--- config.mk ---
export PLATFORM = sky130hd
export DESIGN_NAME = byte_stuffed_packet_deframer_crc8
export DESIGN_NICKNAME = d
export VERILOG_FILES = /design/src/rtl/bspd_pkg.sv /design/src/rtl/bspd_ctrl.sv /design/src/rtl/bspd_dp.sv /design/src/rtl/byte_stuffed_packet_deframer_crc8.sv
export SDC_FILE = /design/constraint.sdc
export NUM_CORES = 1
export LEC_CHECK = 0
export ABC_AREA = 1
export ABC_CLOCK_PERIOD_IN_PS = 3400
export BUFFER_PORTS_ARGS = -buffer_cell sky130_fd_sc_hd__buf_2
export CAP_MARGIN = 20
export CORE_MARGIN = 2
export CORE_UTILIZATION = 45
export DETAILED_ROUTE_END_ITERATION = 7
export GPL_TIMING_DRIVEN = 0
export PLACE_DENSITY = 0.61
export SLEW_MARGIN = 0
export SYNTH_ARGS = -nofsm -noshare
export SYNTH_HDL_FRONTEND = slang
export SYNTH_SLANG_ARGS = --single-unit
--- constraint.sdc ---
create_clock -name clock -period 3.4 [get_ports clock]
set_input_delay 0.68 -clock clock [delete_from_list [all_inputs] [get_ports clock]]
set_output_delay 0.68 -clock clock [all_outputs]
set_load 0.02 [all_outputs]
--- src/rtl/bspd_pkg.sv ---
package bspd_pkg;

   // CRC-8, reflected form of polynomial 0x31
   localparam logic [7:0] CRC_POLY = 8'h8C;
   localparam int         BYTE_W   = 8;

   // Configuration register indexes
   localparam logic [1:0] CSR_START  = 2'd0;
   localparam logic [1:0] CSR_END    = 2'd1;
   localparam logic [1:0] CSR_ESCAPE = 2'd2;

   // Configuration reset values
   localparam logic [7:0] START_RST  = 8'h02;
   localparam logic [7:0] END_RST    = 8'h03;
   localparam logic [7:0] ESCAPE_RST = 8'h50;

   // Flow controller states
   typedef enum logic [2:0] {
      ST_IDLE = 3'b001,
      ST_READ = 3'b010,
      ST_LOAD = 3'b100
   } state_type;

   // Framing mode of the receiver
   typedef enum logic [2:0] {
      MODE_IDLE      = 3'b001,
      MODE_RECEIVING = 3'b010,
      MODE_ESCAPING  = 3'b100
   } mode_type;

   // Controller to datapath
   typedef struct packed {
      logic take;    // request accepted this cycle
      logic rd_en;   // read the store at the flush index
      logic load;    // load the response register
   } cmd_type;

   // Datapath to controller
   typedef struct packed {
      logic flush_go;     // incoming byte closes a packet that passed the check
      logic flush_empty;  // that packet has no payload
      logic rd_last;      // response being loaded is the last of its packet
      logic out_free;     // response register can take a new value
   } sts_type;

   // One byte of reflected CRC-8 update
   function automatic logic [7:0] crc8_update(input logic [7:0] crc, input logic [7:0] data);
      logic [7:0] c;
      c = crc ^ data;
      for (int i = 0; i < BYTE_W; i++) begin
         if (c[0]) begin
            c = (c >> 1) ^ CRC_POLY;
         end else begin
            c = c >> 1;
         end
      end
      return c;
   endfunction

endpackage

--- src/rtl/bspd_ctrl.sv ---
module bspd_ctrl
   import bspd_pkg::*;
(
   input  logic    clock,
   input  logic    reset,
   input  logic    req_valid,
   output logic    req_ready,
   input  sts_type sts,
   output cmd_type cmd
);

   state_type state_ff, state_in;

   // Accept requests only while no flush is running
   assign req_ready = (state_ff == ST_IDLE);

   // Next state and commands
   always_comb begin
      state_in  = state_ff;
      cmd.take  = 1'b0;
      cmd.rd_en = 1'b0;
      cmd.load  = 1'b0;
      unique case (state_ff)
         ST_IDLE: begin
            cmd.take = req_valid;
            if (req_valid && sts.flush_go) begin
               state_in = sts.flush_empty ? ST_LOAD : ST_READ;
            end
         end
         ST_READ: begin
            cmd.rd_en = 1'b1;
            state_in  = ST_LOAD;
         end
         ST_LOAD: begin
            if (sts.out_free) begin
               cmd.load = 1'b1;
               state_in = sts.rd_last ? ST_IDLE : ST_READ;
            end
         end
         default: begin
            state_in = ST_IDLE;
         end
      endcase
   end

   always_ff @(posedge clock) begin
      if (reset) begin
         state_ff <= ST_IDLE;
      end else begin
         state_ff <= state_in;
      end
   end

endmodule

--- src/rtl/bspd_dp.sv ---
module bspd_dp
   import bspd_pkg::*;
#(
   parameter int PKT_STORE_DEPTH = 64
)(
   input  logic       clock,
   input  logic       reset,
   input  logic       csr_wr_en,
   input  logic [1:0] csr_index,
   input  logic [7:0] csr_wr_data,
   input  logic [7:0] req_rx_byte,
   output logic       rsp_valid,
   input  logic       rsp_ready,
   output logic [7:0] rsp_payload_byte,
   output logic       rsp_last_of_packet,
   output logic       rsp_empty_packet,
   input  cmd_type    cmd,
   output sts_type    sts
);

   localparam int CNT_W = $clog2(PKT_STORE_DEPTH + 1);
   localparam int IDX_W = $clog2(PKT_STORE_DEPTH);
   localparam logic [CNT_W-1:0] FULL_COUNT = CNT_W'(PKT_STORE_DEPTH);
   localparam logic [CNT_W-1:0] ONE_COUNT  = CNT_W'(1);

   logic [7:0] start_ff, start_in;
   logic [7:0] end_ff, end_in;
   logic [7:0] escape_ff, escape_in;

   mode_type         mode_ff, mode_in;
   logic [7:0]       crc_ff, crc_in;
   logic [CNT_W-1:0] count_ff, count_in;
   logic [CNT_W-1:0] len_ff, len_in;
   logic [IDX_W-1:0] rd_idx_ff, rd_idx_in;
   logic             empty_ff, empty_in;
   logic [7:0]       rd_data_ff;

   logic [7:0] store_mem [PKT_STORE_DEPTH];

   logic       rsp_valid_ff, rsp_valid_in;
   logic [7:0] rsp_byte_ff, rsp_byte_in;
   logic       rsp_last_ff, rsp_last_in;
   logic       rsp_empty_ff, rsp_empty_in;

   logic       wr_en;
   logic [7:0] wr_data;
   logic       good_end;

   // Configuration writes; indexes beyond the list are dropped
   always_comb begin
      start_in  = start_ff;
      end_in    = end_ff;
      escape_in = escape_ff;
      if (csr_wr_en) begin
         unique case (csr_index)
            CSR_START:  start_in  = csr_wr_data;
            CSR_END:    end_in    = csr_wr_data;
            CSR_ESCAPE: escape_in = csr_wr_data;
            default: ;
         endcase
      end
   end

   // Packet closes with a good check and at least one stored byte
   assign good_end = (req_rx_byte != start_ff) && (mode_ff != MODE_IDLE) &&
                     (req_rx_byte == end_ff) && (crc_ff == 8'h00) &&
                     (count_ff != '0);

   // Decode the request byte and advance the framing state
   always_comb begin
      mode_in  = mode_ff;
      crc_in   = crc_ff;
      count_in = count_ff;
      len_in   = len_ff;
      empty_in = empty_ff;
      wr_en    = 1'b0;
      wr_data  = (mode_ff == MODE_ESCAPING) ? ~req_rx_byte : req_rx_byte;
      if (cmd.take) begin
         priority if (req_rx_byte == start_ff) begin
            count_in = '0;
            crc_in   = 8'h00;
            mode_in  = MODE_RECEIVING;
         end else if (mode_ff == MODE_IDLE) begin
            mode_in = MODE_IDLE;
         end else if (req_rx_byte == end_ff) begin
            mode_in  = MODE_IDLE;
            len_in   = count_ff - ONE_COUNT;
            empty_in = (count_ff == ONE_COUNT);
         end else if (req_rx_byte == escape_ff) begin
            mode_in = MODE_ESCAPING;
         end else if (count_ff == FULL_COUNT) begin
            // drop the packet on overflow
            mode_in = MODE_IDLE;
         end else begin
            wr_en    = 1'b1;
            count_in = count_ff + ONE_COUNT;
            crc_in   = crc8_update(crc_ff, wr_data);
            mode_in  = MODE_RECEIVING;
         end
      end
   end

   // Flush index: restart on a good end, advance on each load
   always_comb begin
      rd_idx_in = rd_idx_ff;
      if (cmd.take && good_end) begin
         rd_idx_in = '0;
      end else if (cmd.load) begin
         rd_idx_in = rd_idx_ff + IDX_W'(1);
      end
   end

   // Response register with its own valid; refill as it drains
   always_comb begin
      rsp_valid_in = rsp_valid_ff;
      rsp_byte_in  = rsp_byte_ff;
      rsp_last_in  = rsp_last_ff;
      rsp_empty_in = rsp_empty_ff;
      if (cmd.load) begin
         rsp_valid_in = 1'b1;
         rsp_byte_in  = empty_ff ? 8'h00 : rd_data_ff;
         rsp_last_in  = sts.rd_last;
         rsp_empty_in = empty_ff;
      end else if (rsp_ready) begin
         rsp_valid_in = 1'b0;
      end
   end

   assign sts.flush_go    = good_end;
   assign sts.flush_empty = (count_ff == ONE_COUNT);
   assign sts.rd_last     = empty_ff || ((CNT_W'(rd_idx_ff) + ONE_COUNT) == len_ff);
   assign sts.out_free    = !rsp_valid_ff || rsp_ready;

   assign rsp_valid          = rsp_valid_ff;
   assign rsp_payload_byte   = rsp_byte_ff;
   assign rsp_last_of_packet = rsp_last_ff;
   assign rsp_empty_packet   = rsp_empty_ff;

   // Packet store: write at the fill count, registered read at the flush index
   always_ff @(posedge clock) begin
      if (wr_en) begin
         store_mem[count_ff[IDX_W-1:0]] <= wr_data;
      end
      if (cmd.rd_en) begin
         rd_data_ff <= store_mem[rd_idx_ff];
      end
   end

   // Control registers
   always_ff @(posedge clock) begin
      if (reset) begin
         start_ff     <= START_RST;
         end_ff       <= END_RST;
         escape_ff    <= ESCAPE_RST;
         mode_ff      <= MODE_IDLE;
         crc_ff       <= 8'h00;
         count_ff     <= '0;
         rsp_valid_ff <= 1'b0;
      end else begin
         start_ff     <= start_in;
         end_ff       <= end_in;
         escape_ff    <= escape_in;
         mode_ff      <= mode_in;
         crc_ff       <= crc_in;
         count_ff     <= count_in;
         rsp_valid_ff <= rsp_valid_in;
      end
   end

   // Payload registers
   always_ff @(posedge clock) begin
      len_ff       <= len_in;
      empty_ff     <= empty_in;
      rd_idx_ff    <= rd_idx_in;
      rsp_byte_ff  <= rsp_byte_in;
      rsp_last_ff  <= rsp_last_in;
      rsp_empty_ff <= rsp_empty_in;
   end

endmodule

--- src/rtl/byte_stuffed_packet_deframer_crc8.sv ---
// Channel   Direction  Handshake              Fields
// request   in         req_valid/req_ready    req_rx_byte
// response  out        rsp_valid/rsp_ready    rsp_payload_byte, rsp_last_of_packet,
//                                             rsp_empty_packet
// config    in         csr_wr_en              csr_index, csr_wr_data
//
// A byte that stores, escapes or is dropped keeps req_ready high. A good end byte
// starts a flush in which, for each payload byte, the controller does a store read
// then a response load; an empty packet gets a response load only. The flush stalls
// while the response register is full and not drained. No request is taken during
// it. Reset is synchronous; it restores the register defaults and clears the framing
// state. Only entries of the current packet are read.
module byte_stuffed_packet_deframer_crc8
   import bspd_pkg::*;
#(
   parameter int PKT_STORE_DEPTH = 64
)(
   input  logic       clock,
   input  logic       reset,
   input  logic       csr_wr_en,
   input  logic [1:0] csr_index,
   input  logic [7:0] csr_wr_data,
   input  logic       req_valid,
   output logic       req_ready,
   input  logic [7:0] req_rx_byte,
   output logic       rsp_valid,
   input  logic       rsp_ready,
   output logic [7:0] rsp_payload_byte,
   output logic       rsp_last_of_packet,
   output logic       rsp_empty_packet
);

   cmd_type cmd;
   sts_type sts;

   // Flow controller
   bspd_ctrl u_ctrl (
      .clock     (clock),
      .reset     (reset),
      .req_valid (req_valid),
      .req_ready (req_ready),
      .sts       (sts),
      .cmd       (cmd)
   );

   // Framing, CRC, store and response register
   bspd_dp #(
      .PKT_STORE_DEPTH (PKT_STORE_DEPTH)
   ) u_dp (
      .clock              (clock),
      .reset              (reset),
      .csr_wr_en          (csr_wr_en),
      .csr_index          (csr_index),
      .csr_wr_data        (csr_wr_data),
      .req_rx_byte        (req_rx_byte),
      .rsp_valid          (rsp_valid),
      .rsp_ready          (rsp_ready),
      .rsp_payload_byte   (rsp_payload_byte),
      .rsp_last_of_packet (rsp_last_of_packet),
      .rsp_empty_packet   (rsp_empty_packet),
      .cmd                (cmd),
      .sts                (sts)
   );

endmodule
[Word-level counts from Yosys, hierarchy flattened]
Memories as Yosys holds them, arrays and structs flattened. A register that Yosys moved wholly into a read port is not among the register bits.
Cells that the tools add are included.
Word-level totals
  ROM bits: 0
  output and inout port bits: 12
  memory bits (writable): 512
  register bits: 70
  memories kept: 1
  latch bits: 0
Memories
  u_dp.store_mem: words 64, bits a word 8, read ports 1, clocked after Yosys merged registers in 1, wr ports 1, line bspd_dp.sv:38  | logic [7:0] store_mem [PKT_STORE_DEPTH];
Operators by class
  $lt $le $gt $ge: 0
  eq/ne operators: 21
  bitwise logic cells: 12
  reduce and logical (&&, ||, !) cells: 19
  $mul: 0
  add/sub/neg operators: 4
  multiplexer cells: 85
  divide/modulo/power cells: 0
  shift operators: 0
Operators by type and width (number)
  8-bit two-way mux: 56
  7-bit two-way mux: 5
  8-bit equality test: 3
  2-bit inverter with 3-bit output: 8
  3-bit two-way mux: 7
  1-bit two-way mux: 14
  3-bit case mux with 3 select lines: 1
  8-bit zero test: 1
  2-bit by 1-bit inequality test with 1-bit output, second input constant: 4
  8-bit inequality test: 1
  8-bit inverter: 1
  2-bit AND reduction: 4
  8-bit bitwise XOR: 1
  6-bit by 1-bit adder with 7-bit output, second input constant: 1
  7-bit by 1-bit adder with 7-bit output, second input constant: 1
  7-bit by 1-bit equality test with 1-bit output, second input constant: 1
  7-bit equality test: 1
  7-bit equality test, second input constant: 1
  7-bit nonzero test: 1
  7-bit by 1-bit subtractor with 7-bit output, second input constant: 1
  6-bit by 1-bit adder with 6-bit output, second input constant: 1
  3-bit by 1-bit equality test with 1-bit output, second input constant: 2
  3-bit equality test, second input constant: 2
  1-bit logical AND: 6
  other kinds (13): 17

[Logic depth before layout (Yosys ltp)]
  depth in word-level cells: 66
  depth in mapped cells: 15

[Cells and area by module]
From an unflattened synthesis, not the netlist that was laid out.
Unflattened totals
  cell total of the unflattened synthesis: 2088
  area, all modules: 24233.2 um^2
Modules (own cells, without submodules)
  bspd_dp: area each 24030.5 um^2, cells each 2054, times used 1
  bspd_ctrl: area each 202.7 um^2, cells each 34, times used 1

[Worst setup path after synthesis]
OpenSTA, ideal clock, no wires.
  kind: in2reg
  start: input req_rx_byte[1]
  end: register u_dp.crc_ff[2]
  data required time: 3.264 ns
  stages: 12
  data arrival time: 3.462 ns
  path slack: -0.198 ns
  buffers on the path: 1
  setup time: 0.136 ns
  path through: buf_2 inv_1 xor2_1 nand2_1 nand2_1 nand3_1 nand2_1 nand2_1 nand2_1 nand2_1 nand3_2 a21oi_2
On the way
  word-level cells in the longest chain between the ends: 58
Ends and longest elaborated chain
  from (decl): line byte_stuffed_packet_deframer_crc8.sv:25  | input logic [7:0] req_rx_byte,
  8-bit inverter: line bspd_dp.sv:77  | wr_data = (mode_ff == MODE_ESCAPING) ? ~req_rx_byte : req_rx_byte;
  8-bit two-way mux *: line bspd_dp.sv:77
  net u_dp.wr_data[1]: line bspd_dp.sv:46  | logic [7:0] wr_data;
  8-bit bitwise XOR *: line bspd_pkg.sv:49  | c = crc ^ data;
  8-bit two-way mux *: line bspd_pkg.sv:51  | if (c[0]) begin
  8-bit two-way mux *: line bspd_dp.sv:91  | end else if (count_ff == FULL_COUNT) begin
  8-bit two-way mux *: line bspd_dp.sv:89  | end else if (req_rx_byte == escape_ff) begin
  8-bit two-way mux *: line bspd_dp.sv:85  | end else if (req_rx_byte == end_ff) begin
  (+43 left out)
  8-bit two-way mux *: line bspd_dp.sv:79  | priority if (req_rx_byte == start_ff) begin
  8-bit two-way mux *: line bspd_dp.sv:78  | if (cmd.take) begin
  8-bit two-way mux *: line bspd_pkg.sv:51
  8-bit two-way mux *: line bspd_dp.sv:91
  8-bit two-way mux *: line bspd_dp.sv:89
  8-bit two-way mux *: line bspd_dp.sv:85
  8-bit two-way mux *: line bspd_dp.sv:83  | end else if (mode_ff == MODE_IDLE) begin
  8-bit two-way mux *: line bspd_dp.sv:79
  to (signal assigned): line bspd_dp.sv:164  | crc_ff <= crc_in;
  to (decl): line bspd_dp.sv:31  | logic [7:0] crc_ff, crc_in;
The timed path passes the listed nets; every way through them passes the cells marked *. The select of a mux whose other input is x is not followed.
A chain may end at the register's enable or synchronous reset.

[Worst setup path after layout]
  start: register u_dp.count_ff[0]
  end: memory u_dp.store_mem[8][3], enable pin
On the way
  word-level cells in the longest chain between the ends: 9
Ends and longest elaborated chain
  from (decl): line bspd_dp.sv:32  | logic [CNT_W-1:0] count_ff, count_in;
  from (signal assigned): line bspd_dp.sv:165  | count_ff <= count_in;
  7-bit equality test: line bspd_dp.sv:91
  1-bit two-way mux: line bspd_dp.sv:91
  1-bit two-way mux: line bspd_dp.sv:89
  1-bit two-way mux: line bspd_dp.sv:85
  1-bit two-way mux: line bspd_dp.sv:83
  1-bit two-way mux: line bspd_dp.sv:79
  1-bit two-way mux: line bspd_dp.sv:78
  1-bit two-way mux: line bspd_dp.sv:141  | if (wr_en) begin
  1-bit two-way mux (implied by the code): line bspd_dp.sv:142  | store_mem[count_ff[IDX_W-1:0]] <= wr_data;
  to (decl): line bspd_dp.sv:38
Several ways; a longest one is shown, not always the timed one.

==> out/metrics.sh <==
SYNTH_NETS=2031
FINAL-HOLD-VIOLATION-COUNT=0
POST_CTS_RESIZE_COUNT=0
VIAS_PER_CELL=6.00
WORST_IR_DROP_VDD_V=0.000514
SETUP_WS_NS=0.120
ANTENNA_DIODE_INSTANCE_COUNT=0
PATH_CLASS='flop to flop'
OUTCOME='complete, no violations'
TRITONCTS_CLOCK_TREE='built'
DPL-INSTANCE-AREA_UM2=25900
GP_CONGESTION=0.947
PLACEMENT_ROWS=85
DRV.MAX_CAP_VIOLATION_COUNT=0
GLOBALROUTE.TOTALOVERFLOW=0
WL_UM=79200
TIMING.SLEW.HEADROOM=0.254
SYNTH-WARNING-COUNT=0
POWER_LEAKAGE_uW=0.00936
CRITICAL_PATH_REQUIRED_NS=3.66
SYN_TO_FINAL_GROWTH_PCT=12.5
CP-START-KIND='flop'
DIE_WIDTH_UM=238
PWR_DENSITY_CELL_nW_PER_UM2=821
WORST_SKEW_PAIR.LATE_LATENCY_NS=0.65
HTREE_NUM_LEVELS=2
NETLIST_INSTANCES=2003
DRT-INITIAL-DRC-COUNT=2028
CRITICAL_PATH.MOST_COMMON_CELL='sky130_fd_sc_hd__nand2_4'
FP.DIEAREA_UM2=56800
PLACEABLE_CORE_AREA_UM2=54000
NUMBER_OF_ANTENNA_VIOLATIONS_AT_THE_FIRST_CHECK_IN_GLOBAL_ROUTING=1
INITIAL_UTILIZATION=0.457
PORT_BUFFERS=29
DESIGN_POWER_TOTAL_uW=22800
CELL_AREA_AFTER_TECHNOLOGY_MAPPING_UM2=24700
CTS.PATH.MAX_BUFFERS=3
WIRE_LENGTH_OF_THE_FIRST_GLOBAL_ROUTING_PASS_UM=113000
DR_TOTAL_VIAS=17100
DP_WORST_SETUP_SLACK_NS=0.0509
POST_DETAILED_ROUTE_WIRELENGTH_PER_CELL_UM=27.8
CTS_INSERTED_BUFFERS=61
MAXCLOCKFREQUENCY_MHz=305
CRITICAL_PATH.ENDPOINT_TYPE='flop'
CTSROOTBUFFERMASTER='sky130_fd_sc_hd__clkbuf_16'
CTS-HOLD-FIX-BUFFERS=0
WORST_PATH_LARGEST_CELL_DELAY_NS=0.82
R2R_SLACK_NS=0.12
SEQ_AREA_FRAC_SYNTH=0.696
GRT_MAX_DEGREE=66
TIMING.CRITICAL_PATH.CELLS='clkinv_1, ha_1, nand2_1, nor3_1, inv_1, nand2_4, nor2_8, nand2_4, inv_8, nand3_2, nor2_1'
DPL.CELL_COUNT=2739
LAYOUT_WORST_PATH_CYCLE_SHARE=0.965
POST-ROUTE-CELL-AREA_UM2=27800
AVERAGE_CELL_AREA_AFTER_SYNTHESIS_UM2=12.3
DRT_PASS1_ITERATIONS=5
DETAILED_PLACE_HPWL_UM=53800
CP_DATA_ARRIVAL_TIME_NS=3.54
FINAL.SETUP_SKEW_NS=0.0268
GRT.TOTAL_USAGE=0.279
MULTIINPUTGATEAREA_UM2=6710
SYNTH.FF_LATCH_COUNT=590
FINAL.MIN_CLOCK_PERIOD_NS=3.28
FIN_HOLD_WS_NS=0.291
DRV_SLEW=0
CTS_SETUP_BUFFERS=0
WORSTMARGINPINSLEW_NS=1.12
CLOCK_SINKS=590
POSTROUTEANTENNANETS=0
CLK_PIN_SLEW_WORST_PATHS_NS=0.06
SEQ_AREA_UM2=17200
MIN-DELAY-PATH-CLASS='input pin to flop'
FINAL_CELL_COUNT_WITHOUT_FILLERS=2852
FINALNETCOUNT=2134
SETUP_REPAIR_AFTER_GLOBAL_ROUTING_MISSED_ITS_MARGIN='true'
FILLERS=4628
PATH_MAX_FANOUT=10
DETAILED_ROUTE_DRC_ERROR_COUNT=0
TOP_LEVEL_PORTS=35
GRT_PASS1_VIAS=16300
CP_SLOWEST_CELL='sky130_fd_sc_hd__nor2_1'
SYNTH.LIB_CELLS_USED.DISTINCT=47
LAYOUT-DRIVE-GT1-SHARE=0.0993
SETUP_VIOL_COUNT_FINAL=0
DIE-HEIGHT_UM=238
-- worst paths after layout --
check / start / end / depth (start not counted)
worst min register to register: u_dp.empty_ff$_DFFE_PP_ / u_dp.rsp_empty_packet$_DFFE_PP_ / 0
worst min-delay path: csr_wr_data[1] / u_dp.end_ff[1]$_SDFFE_PP1P_ / 3
worst max-delay path: u_dp.count_ff[0]$_SDFFE_PP0P_ / u_dp.store_mem[8][3]$_DFFE_PP_ / 11
worst max register to register: u_dp.count_ff[0]$_SDFFE_PP0P_ / u_dp.store_mem[8][3]$_DFFE_PP_ / 11
-- layout by cell type, fill, tap and decap left out, types with 3 or more instances in the layout --
| master | Yosys | routed |
|---|---|---|
| sky130_fd_sc_hd__o221ai_1 | 65 | 65 |
| sky130_fd_sc_hd__clkinv_2 | 0 | 13 |
| sky130_fd_sc_hd__buf_2 | 23 | 55 |
| sky130_fd_sc_hd__inv_1 | 68 | 67 |
| sky130_fd_sc_hd__buf_12 | 1 | 8 |
| sky130_fd_sc_hd__clkbuf_16 | 0 | 63 |
| sky130_fd_sc_hd__nor2_2 | 3 | 4 |
| sky130_fd_sc_hd__nand2_1 | 182 | 176 |
| sky130_fd_sc_hd__dfxtp_1 | 52 | 52 |
| sky130_fd_sc_hd__clkinv_1 | 5 | 18 |
| sky130_fd_sc_hd__o21ai_0 | 224 | 224 |
| sky130_fd_sc_hd__inv_2 | 6 | 7 |
| sky130_fd_sc_hd__a21oi_2 | 9 | 9 |
| sky130_fd_sc_hd__o211ai_1 | 64 | 64 |
| sky130_fd_sc_hd__ha_1 | 5 | 5 |
| sky130_fd_sc_hd__a21oi_1 | 10 | 10 |
| sky130_fd_sc_hd__buf_1 | 5 | 5 |
| sky130_fd_sc_hd__buf_4 | 8 | 9 |
| sky130_fd_sc_hd__clkbuf_1 | 81 | 98 |
| sky130_fd_sc_hd__xor2_1 | 26 | 25 |
| sky130_fd_sc_hd__nand3_1 | 105 | 105 |
| sky130_fd_sc_hd__nand2_2 | 2 | 6 |
| sky130_fd_sc_hd__nand3_2 | 8 | 8 |
| sky130_fd_sc_hd__xnor2_1 | 9 | 9 |
| sky130_fd_sc_hd__nor3_1 | 12 | 12 |
| sky130_fd_sc_hd__o22ai_1 | 64 | 64 |
| sky130_fd_sc_hd__or2_0 | 3 | 3 |
| sky130_fd_sc_hd__nand2_4 | 3 | 5 |
| sky130_fd_sc_hd__nor2_1 | 327 | 326 |
| sky130_fd_sc_hd__edfxtp_1 | 538 | 538 |
| sky130_fd_sc_hd__nand4_1 | 6 | 6 |
| sky130_fd_sc_hd__mux2i_1 | 64 | 64 |
-- critical path, delay by kind of cell (launching register included) --
family	cells	cell delay [ns]
flops	1	0.47
simple gates	7	1.59
fa+ha+maj	1	0.29
buf+inv	3	0.54
-- sequential cells by signal, indices dropped and copies added (netlist names), 6 cells and up --
signal	count
u_dp.rd_data_ff	8
u_dp.count_ff	7
u_dp.start_ff	8
u_dp.crc_ff	8
u_dp.end_ff	8
u_dp.rsp_payload_byte	8
u_dp.store_mem	512
u_dp.len_ff	7
u_dp.rd_idx_ff	6
u_dp.escape_ff	8
-- cells in the mapped netlist (all sizes together) --
library cell	instances	area, um2
xnor2	9	78.8
edfxtp	538	16200
o22ai	64	400
or3	1	6.26
nor2	333	1290
xor2	27	244
o211ai	64	480
nand3	113	606
mux2i	64	641
nor3b	1	7.51
o21ai	226	1140
inv	75	289
nand4	10	105
clkbuf	81	304
ha	5	62.6
dfxtp	52	1040
buf	39	236
a21oi	19	129
nor4	2	12.5
nor3	16	113
nand2	187	729
or2	6	37.5
clkinv	5	18.8
o221ai	65	569
a211oi	1	7.51
-- layer usage --
layer / up-vias / GRT usage / routed length, um
li1: 7582 / - / -
met1: 8479 / 0.375 / 31700
met2: 863 / 0.441 / 36600
met3: 198 / 0.0436 / 6350
met4: 2 / 0.146 / 4530
met5: - / 0 / 12
-- logic make-up after synthesis --
| family | after synthesis | share of synthesized area |
|---|---|---|
| xor+xnor | 36 | 0.0131 |
| mux | 64 | 0.0259 |
| flops | 590 | 0.696 |
| compound gates | 439 | 0.110 |
| buf+inv | 200 | 0.0343 |
| fa+ha+maj | 5 | 0.00253 |
| simple gates | 669 | 0.118 |
-- metrics by stage --
step | setup TNS [ns] | util
5_1_grt | -0.0186 | 0.514
3_3_place_gp | -71.76 | 0.476
2_1_floorplan | 0 | -
4_1_cts | 0 | 0.514
3_5_place_dp | 0 | 0.480
6_report | 0 | 0.514
-- where the power goes --
part           switching [uW]  internal [uW]
registers                99.6           8090
logic                    6210           2080
clock network            2810           3530
-- layout make-up --
class | count | share of cell area
Buffer | 120 | 0.0194
Clock buffer | 80 | 0.0590
Clock inverter | 33 | 0.00774
Inverter | 80 | 0.0111
Multi-Input combinational cell | 1213 | 0.242
Sequential cell | 590 | 0.619
Tap cell | 696 | 0.0313
Timing Repair Buffer | 40 | 0.0111
Power figures use the tool's default switching activity.
